File: config.mk
export PLATFORM = sky130hd
export DESIGN_NAME = hkfc_queue
export DESIGN_NICKNAME = d
export VERILOG_FILES = /design/src/design/hkfc_queue.sv
export SDC_FILE = /design/constraint.sdc
export NUM_CORES = 1
export LEC_CHECK = 0
export ABC_CLOCK_PERIOD_IN_PS = 1400
export BUFFER_PORTS_ARGS = -buffer_cell sky130_fd_sc_hd__buf_2
export CELL_PAD_IN_SITES_DETAIL_PLACEMENT = 1
export CELL_PAD_IN_SITES_GLOBAL_PLACEMENT = 1
export CORE_ASPECT_RATIO = 0.9
export CORE_MARGIN = 8
export CORE_UTILIZATION = 38
export CTS_BUF_LIST = sky130_fd_sc_hd__clkbuf_4 sky130_fd_sc_hd__clkbuf_8
export DETAILED_ROUTE_END_ITERATION = 8
export PLACE_DENSITY = 0.73
export RECOVER_POWER = 50
export SYNTH_ARGS = -nofsm -noshare
export SYNTH_HDL_FRONTEND = slang
export SYNTH_SLANG_ARGS = --single-unit
File: constraint.sdc
create_clock -name clock -period 1.4 [get_ports clock]
set_input_delay 0.07 -clock clock [delete_from_list [all_inputs] [get_ports clock]]
set_output_delay 0.07 -clock clock [all_outputs]
set_load 0.02 [all_outputs]
File: src/design/hkfc_queue.sv
// Two-deep queue between the hashing front and the table back.
module hkfc_queue #(
   parameter int WIDTH = 8
) (
   input  logic             clock,
   input  logic             reset,
   input  logic             push,
   input  logic [WIDTH-1:0] push_data,
   output logic             full,
   input  logic             pop,
   output logic [WIDTH-1:0] pop_data,
   output logic             empty
);

   logic [WIDTH-1:0] data_ff [2];
   logic             wr_ptr_ff, wr_ptr_in;
   logic             rd_ptr_ff, rd_ptr_in;
   logic [1:0]       fill_ff, fill_in;
   logic             do_push, do_pop;

   assign full     = (fill_ff == 2'd2);
   assign empty    = (fill_ff == 2'd0);
   assign do_push  = push && !full;
   assign do_pop   = pop && !empty;
   assign pop_data = data_ff[rd_ptr_ff];

   // Pointer and fill level update
   always_comb begin
      wr_ptr_in = do_push ? !wr_ptr_ff : wr_ptr_ff;
      rd_ptr_in = do_pop ? !rd_ptr_ff : rd_ptr_ff;
      fill_in   = fill_ff + 2'(do_push) - 2'(do_pop);
   end

   always_ff @(posedge clock) begin
      if (reset) begin
         wr_ptr_ff <= 1'b0;
         rd_ptr_ff <= 1'b0;
         fill_ff   <= 2'd0;
      end else begin
         wr_ptr_ff <= wr_ptr_in;
         rd_ptr_ff <= rd_ptr_in;
         fill_ff   <= fill_in;
      end
   end

   always_ff @(posedge clock) begin
      if (do_push) begin
         data_ff[wr_ptr_ff] <= push_data;
      end
   end

endmodule

======== Yosys cells after proc, flatten, opt, wreduce, memory -nomap -nowiden ========
Memories as Yosys holds them, arrays and structs flattened. A register that Yosys moved wholly into a read port is not among the register bits.
Cells that the tools add are included.
storage, ports and cells
  register bits ........................... 4
  RAM bits ................................ 16
  input port bits ......................... 12
  output and inout bits ................... 10
  logic and storage cells ................. 18
  memories ................................ 1
operators by class
  add/sub/neg operators ................... 2
  equal/unequal tests ..................... 1
  muxes and demuxes ....................... 4
  reductions and logical operators ........ 7
memories
  name     words  width  rd ports  clocked after Yosys merged registers in  wr ports  line  RTL
  data_ff  2      8      1         1                                        1         15    logic [WIDTH-1:0] data_ff [2];
operators by type and width
  kind                                         number
  1-bit zero test                              4
  1-bit two-way mux                            4
  2-bit by 1-bit adder with 2-bit output       1
  2-bit == test, second input constant         1
  1-bit logical AND                            2
  2-bit zero test                              1
  2-bit by 1-bit subtractor with 2-bit output  1

======== Depth between registers and ports, before layout ========
Gate-level depths: netlist of the first run.
  word-level depth ........................ 5
  gate-level depth with buffers ........... 8
  mapped depth without buffers ............ 8

======== Worst setup path after synthesis of the first run ========
OpenSTA, ideal clock, no wires.
  path type ............................... register to register
  start ................................... register fill_ff[1]
  end ..................................... register fill_ff[1]
  setup time .............................. 78 ps
  arrival time ............................ 1396 ps
  required time ........................... 1322 ps
  path slack .............................. -74 ps
  cell stages (with the launch flop) ...... 8
  buffers on the path ..................... 0
  clock period less this slack ............ 1474 ps
  path through ............................ dfxtp_1 -> o21a_2 -> ha_1 -> inv_1 -> ha_1 -> xor2_1 -> and2_1 -> nor3_1
between the ends
  elaborated cells between the ends (all ways) .. 8
  those cells by class .................... add/sub: 2; eq/ne: 1; reduce/logical: 5
RTL lines
  item                                         line  RTL
  from (decl)                                  18    logic [1:0] fill_ff, fill_in;
  from (signal assigned)                       42    fill_ff <= fill_in;
  2-bit zero test                              22    assign empty = (fill_ff == 2'd0);
  1-bit zero test                              24    assign do_pop = pop && !empty;
  1-bit logical AND                            24
  via do_pop                                   19    logic do_push, do_pop;
  2-bit by 1-bit subtractor with 2-bit output  31    fill_in = fill_ff + 2'(do_push) - 2'(do_pop);
The timed path passes the listed nets, and every way through them passes these cells.
A chain may end at the register's enable or synchronous reset.

======== Worst setup path after layout of the first run ========
Ends and elaborated chain as after synthesis.

==> results of run 1 <==
-- worst max-delay path by stage --
stage                  to  slack (ns)  startpoint
6_report       fill_ff[1]       -0.09  fill_ff[1]
5_1_grt        fill_ff[1]       -0.14  fill_ff[1]
4_1_cts        fill_ff[1]       -0.13  fill_ff[0]
3_5_place_dp   fill_ff[1]       -0.16  fill_ff[0]
3_3_place_gp   fill_ff[1]       -0.05  fill_ff[0]
2_1_floorplan  fill_ff[1]       -0.06  fill_ff[0]
-- per-layer routing --
layer / vias up / wire (um) / part of all wire (%)
li1: 262 / - / -
met1: 248 / 613 / 37
met2: 15 / 922 / 56
met3: 0 / 107 / 6.5
met4: 0 / 0 / 0
met5: - / 0 / 0
-- state kept, by name (all words and copies together) (netlist names), named ones only --
register / flops
data_ff: 16
fill_ff: 2
rd_ptr_ff: 1
wr_ptr_ff: 1
-- tightest hold or removal path, cell delays in order --
cell and delay (ns):
buf_2 0.11, inv_1 0.06, or3_4 0.12, a21oi_1 0.06
-- cells in the final DEF, fill, tap and decap left out --
cell,netlist,final
dfxtp_2,0,2
buf_2,1,14
mux2_1,5,5
edfxtp_1,16,16
dfxtp_1,5,2
nor3_2,0,1
xor2_2,0,1
inv_1,3,1
a21oi_1,1,1
or3_4,0,1
and2_4,0,1
clkbuf_4,0,4
buf_4,0,4
nand2_2,0,1
clkbuf_1,0,7
nor2b_1,1,1
ha_4,0,2
o21ai_0,1,1
dlygate4sd3_1,0,9
and3_2,1,1
nor2_1,4,4
xnor2_1,1,1
dfxtp_4,0,1
o21a_4,0,1
nand2b_2,1,1
inv_2,1,3
buf_6,0,2
mux2_2,3,3
-- repair_timing --
item                                    CTS  global route
endpoints found under the setup margin   17             9
resized for setup                        12             5
endpoints found under the hold margin    20             0
hold buffers                              9             0
-- cell families (layout without fill, tap and decap cells) --
family	count (synthesis)	in the layout	share of synthesized area, %
AOI/OAI and AO/OA	3	3	2.31
xor gates and xnor gates	2	2	2.16
adders and majority gates	2	2	3.09
buffers and inverters	5	44	2.47
DFF	21	21	71.6
muxes	8	8	11.1
and+or+nand+nor	11	11	7.25
-- area by class of cell --
cell class                      instances  area share, %
Clock buffer                            4           2.57
Inverter                                4           1.28
Multi-Input combinational cell         26           22.6
Sequential cell                        21           50.2
Tap cell                               27           2.89
Timing Repair Buffer                   36           20.4
-- power by group through the flow --
stage / clock [mW] / combinational, mW / sequential (mW)
after floorplan: 0 / 0.467 / 0.857
after global placement: 0 / 0.697 / 0.889
after detailed placement: 0 / 0.719 / 0.901
after CTS: 0.307 / 0.832 / 0.895
after global routing: 0.332 / 0.919 / 0.918
final: 0.294 / 0.840 / 0.904
==> run metrics, run 1 <==
die area=3870 um2; Final min period=1.49 ns; pin count of the biggest net entering global routing=12; vias in the first global route=583; Die Span Y=59.8 um; clk_skew=0.0105 ns; area of the multi-input gates=264 um2; Max-Cap Viols=0; Iteration-0 DRC Markers=4; clock power share=14.4%; Root Driver=clkbuf_4; pre-CTS setup slack=-0.155 ns; placed cells=105; Internal=1.36 mW; worst reg2reg path endpoint=fill_ff[1]; Final Hold Vio Count=0; number of diodes=0; capturing element type of the critical path=register; Yosys warning count=0; Remaining DRCs=0; synthesized area per cell=15.6 um2; final setup fails=9; most frequent cells after synthesis=16 x edfxtp_1, 5 x dfxtp_1, 5 x mux2_1; most common cell in the synthesized netlist=edfxtp_1; Post-DP Area=990 um2; status=finished, violations left; CP Buf/Inv Count=1; htree depth=1; Setup CP Type=register to register; cts bufs inserted=3; failing checks=setup timing; Crit path max-delay family=adder cells; cell area after synthesis=811 um2; ys flop type=edfxtp_1; post-synthesis register bit count=21; number of I/O port buffers=21; Gate power share=41.2%; total chip power=2.04 mW; worst vdd ir=985 uV; CP max-delay cell=dfxtp_4; Critical R2R Launch=fill_ff[1]; period utilization=106%; Routed Antenna Nets=0; Crit path depth=7; clk sinks=21; vias=525; Reg power frac=44.4%; CP Data Required Time=1.63 ns; Cells after Synth=52; Synthesized Nets=66; All-Layer GR Usage=8.76%; Synth top area share=59.3%; CP max stage delay=0.37 ns; global route total overflow=0; final setup margin=-0.0858 ns; final hold slack=0.184 ns; hold endpoint=wr_ptr_ff; Clock Latency Late Sink=0.29 ns; worst slew pin tran=0.190 ns; switch share=33.1%; Placeable Area=2100 um2; Final Max Slew Viols=0; top fanout value on the critical path=3; I/O pins=22; total area of sequential cells=587 um2; clk slew on worst S/H paths=0.11 ns; pwr/cell area=1740 nW/um2; area grow syn2layout=44.1%; fraction of layout cells with a size suffix above 1=47.3%; fin nets=106; R2R setup slack=-0.09 ns; critical path arrival=1.71 ns; final instance area=1170 um2; total wire length=1640 um; CTS tree=done; CTS max path bufs=2; reg2reg path depth=7; Psw=0.675 mW; unrepaired setup endpoints after global routing=true; Hold Crit Class=input port to register; FFs w/ async S/R, synth=0%; DR vias/cell=4.45; first-pass detailed-route iteration total=2; Post-CTS Setup Bufs=0; synth top area cells=edfxtp_1 59%, dfxtp_1 12%, mux2_1 6.9%; Rel. slew slack=87.3%; Sum Neg Setup Slack=-0.245 ns; final-layout fill cell count=222; Worst setup SP type=register; fmax=673 MHz; gpl congestion=0.697; dominant cell type by area after synthesis=edfxtp_1; critical path, cell by cell=o21a_4 -> ha_4 -> inv_2 -> ha_4 -> xor2_2 -> and2_4 -> nor3_2; Routed WL per cell=13.9 um; Post-synth EDFFs=16; hold path start=push; M2 GR Usage=17.7%; P_leak=0.458 nW; hold depth=4; fin cells=118; overall die width=64.7 um; DP HPWL=1210 um; Worst path most repeated cell=ha_4; register area share after synthesis=71.6%; GRT met3 Usage=3.00%; met1 Track Usage GR=8.25%; initial antenna violation count=0; Netlist cell types=21; Site Rows=16; grt peak-use layer=met2; fin util=55.6%; initial core utilization=38.6%; first-pass GRT wire length=2610 um
No activity file was read; power rests on OpenSTA's default activity.
==> run 2: changes to the inputs <==
--- a/config.mk
+++ b/config.mk
@@ -16,6 +16,7 @@
 export DETAILED_ROUTE_END_ITERATION = 8
 export PLACE_DENSITY = 0.73
 export RECOVER_POWER = 50
+export SKIP_CTS_REPAIR_TIMING = 1
 export SYNTH_ARGS = -nofsm -noshare
 export SYNTH_HDL_FRONTEND = slang
 export SYNTH_SLANG_ARGS = --single-unit
==> run 2 against run 1 <==
Total power down 0.25%. Clock power increased by 2%. Register-to-register slack about the same. Critical endpoint unchanged. Non-clock buffer count up 1. The run still ends with setup timing left. Cell count is 0.85% higher. Fmax is 0.99% lower. Setup slack worse by 0.015 ns.
==> run metrics, run 2 (same netlist as run 1, synthesis figures left out) <==
Worst setup SP type=register; clk sinks=21; global route total overflow=0; Max-Cap Viols=0; critical path arrival=1.74 ns; die area=3870 um2; Site Rows=16; worst slew pin tran=0.189 ns; first-pass detailed-route iteration total=2; switch share=33.4%; fin nets=107; period utilization=107%; placed cells=105; CP Data Required Time=1.63 ns; R2R setup slack=-0.10 ns; DP HPWL=1210 um; fin cells=119; Root Driver=clkbuf_4; worst reg2reg path endpoint=fill_ff[1]; area grow syn2layout=44.6%; fmax=666 MHz; first-pass GRT wire length=2320 um; Top Registers=data_ff: 16 flops, fill_ff: 2 flops; number of I/O port buffers=21; initial core utilization=38.6%; final setup fails=9; failing checks=setup timing; top fanout value on the critical path=3; I/O pins=22; number of diodes=0; CTS tree=done; Final min period=1.50 ns; CTS max path bufs=2; total chip power=2.03 mW; Routed Antenna Nets=0; fraction of layout cells with a size suffix above 1=46.7%; gpl congestion=0.697; Setup CP Type=register to register; initial antenna violation count=0; cts bufs inserted=3; most frequent cells in the layout=16 x edfxtp_1, 14 x buf_2, 10 x dlygate4sd3_1; P_leak=0.461 nW; Hold Crit Class=input port to register; final hold slack=0.173 ns; Post-DP Area=990 um2; clk_skew=0.0117 ns; vias in the first global route=549; largest register by flop count=data_ff; capturing element type of the critical path=register; Remaining DRCs=0; Final Max Slew Viols=0; DR vias/cell=4.45; clk slew on worst S/H paths=0.11 ns; overall die width=64.7 um; Critical R2R Launch=fill_ff[1]; hold depth=4; Rel. slew slack=87.3%; final setup margin=-0.101 ns; hold path start=push; Psw=0.678 mW; status=finished, violations left; Iteration-0 DRC Markers=5; Reg power frac=44.1%; reg2reg path depth=7; Gate power share=41.1%; total wire length=1650 um; vias=530; unrepaired setup endpoints after global routing=true; Die Span Y=59.8 um; max reg flops=16; pwr/cell area=1730 nW/um2; pin count of the biggest net entering global routing=12; Internal=1.35 mW; clock power share=14.8%; commonest non-fill, non-tap cell in the layout=edfxtp_1; worst vdd ir=931 uV; htree depth=1; Routed WL per cell=13.9 um; Clock Latency Late Sink=0.30 ns; hold endpoint=wr_ptr_ff; Placeable Area=2100 um2; Final Hold Vio Count=0; final instance area=1170 um2; All-Layer GR Usage=7.92%
==> run 2: changes by cell type in the layout (fill, tap and decap cells not counted), sizes merged <==
cell         delta
dlygate4sd3     +1
==> run 2: critical path, cell delays in order, from the launching register on <==
cell,delay (ns)
dfxtp_2,0.36
o21a_4,0.21
ha_4,0.26
inv_2,0.03
ha_4,0.15
xor2_2,0.17
and2_4,0.16
nor3_2,0.09
==> run 2: power by group through the flow <==
stage          logic (mW)  registers, mW  clock network (mW)
5_1_grt             0.915          0.910               0.336
3_3_place_gp        0.697          0.889                   0
3_5_place_dp        0.719          0.901                   0
4_1_cts             0.722          0.886               0.307
2_1_floorplan       0.467          0.857                   0
6_report            0.836          0.897               0.300
==> run 2: per-layer routing <==
| metal | vias to the layer above | wire (um) | GRT usage, % |
|---|---|---|---|
| met5 | - | 0 | 0 |
| met4 | 0 | 16 | 2.80 |
| met3 | 2 | 97 | 3.75 |
| met2 | 15 | 919 | 15.7 |
| met1 | 248 | 615 | 6.67 |
| li1 | 265 | - | - |
==> run 2: worst max path at each step <==
stage,startpoint,to
after floorplan,fill_ff[0],fill_ff[1]
after global placement,fill_ff[0],fill_ff[1]
after detailed placement,fill_ff[0],fill_ff[1]
after CTS,fill_ff[0],fill_ff[1]
after global routing,fill_ff[1],fill_ff[1]
final,fill_ff[1],fill_ff[1]
==> run 2: per-stage QoR <==
stage,util [%],setup slack [ns],setup TNS (ns)
CTS,48.5,-0.173,-1.22
floorplan,-,-0.0585,-0.0585
global route,55.8,-0.150,-0.566
global placement,47.1,-0.0533,-0.167
detailed placement,47.1,-0.155,-0.566
finish,55.8,-0.101,-0.229
==> run 2: cell type report <==
class | count | area (um2)
fill | 219 | 930
sequential | 21 | 584
multi-input combinational | 26 | 264
timing repair buffer | 37 | 245
tap | 27 | 33.8
clock buffer | 4 | 30.0
inverter | 4 | 15.0
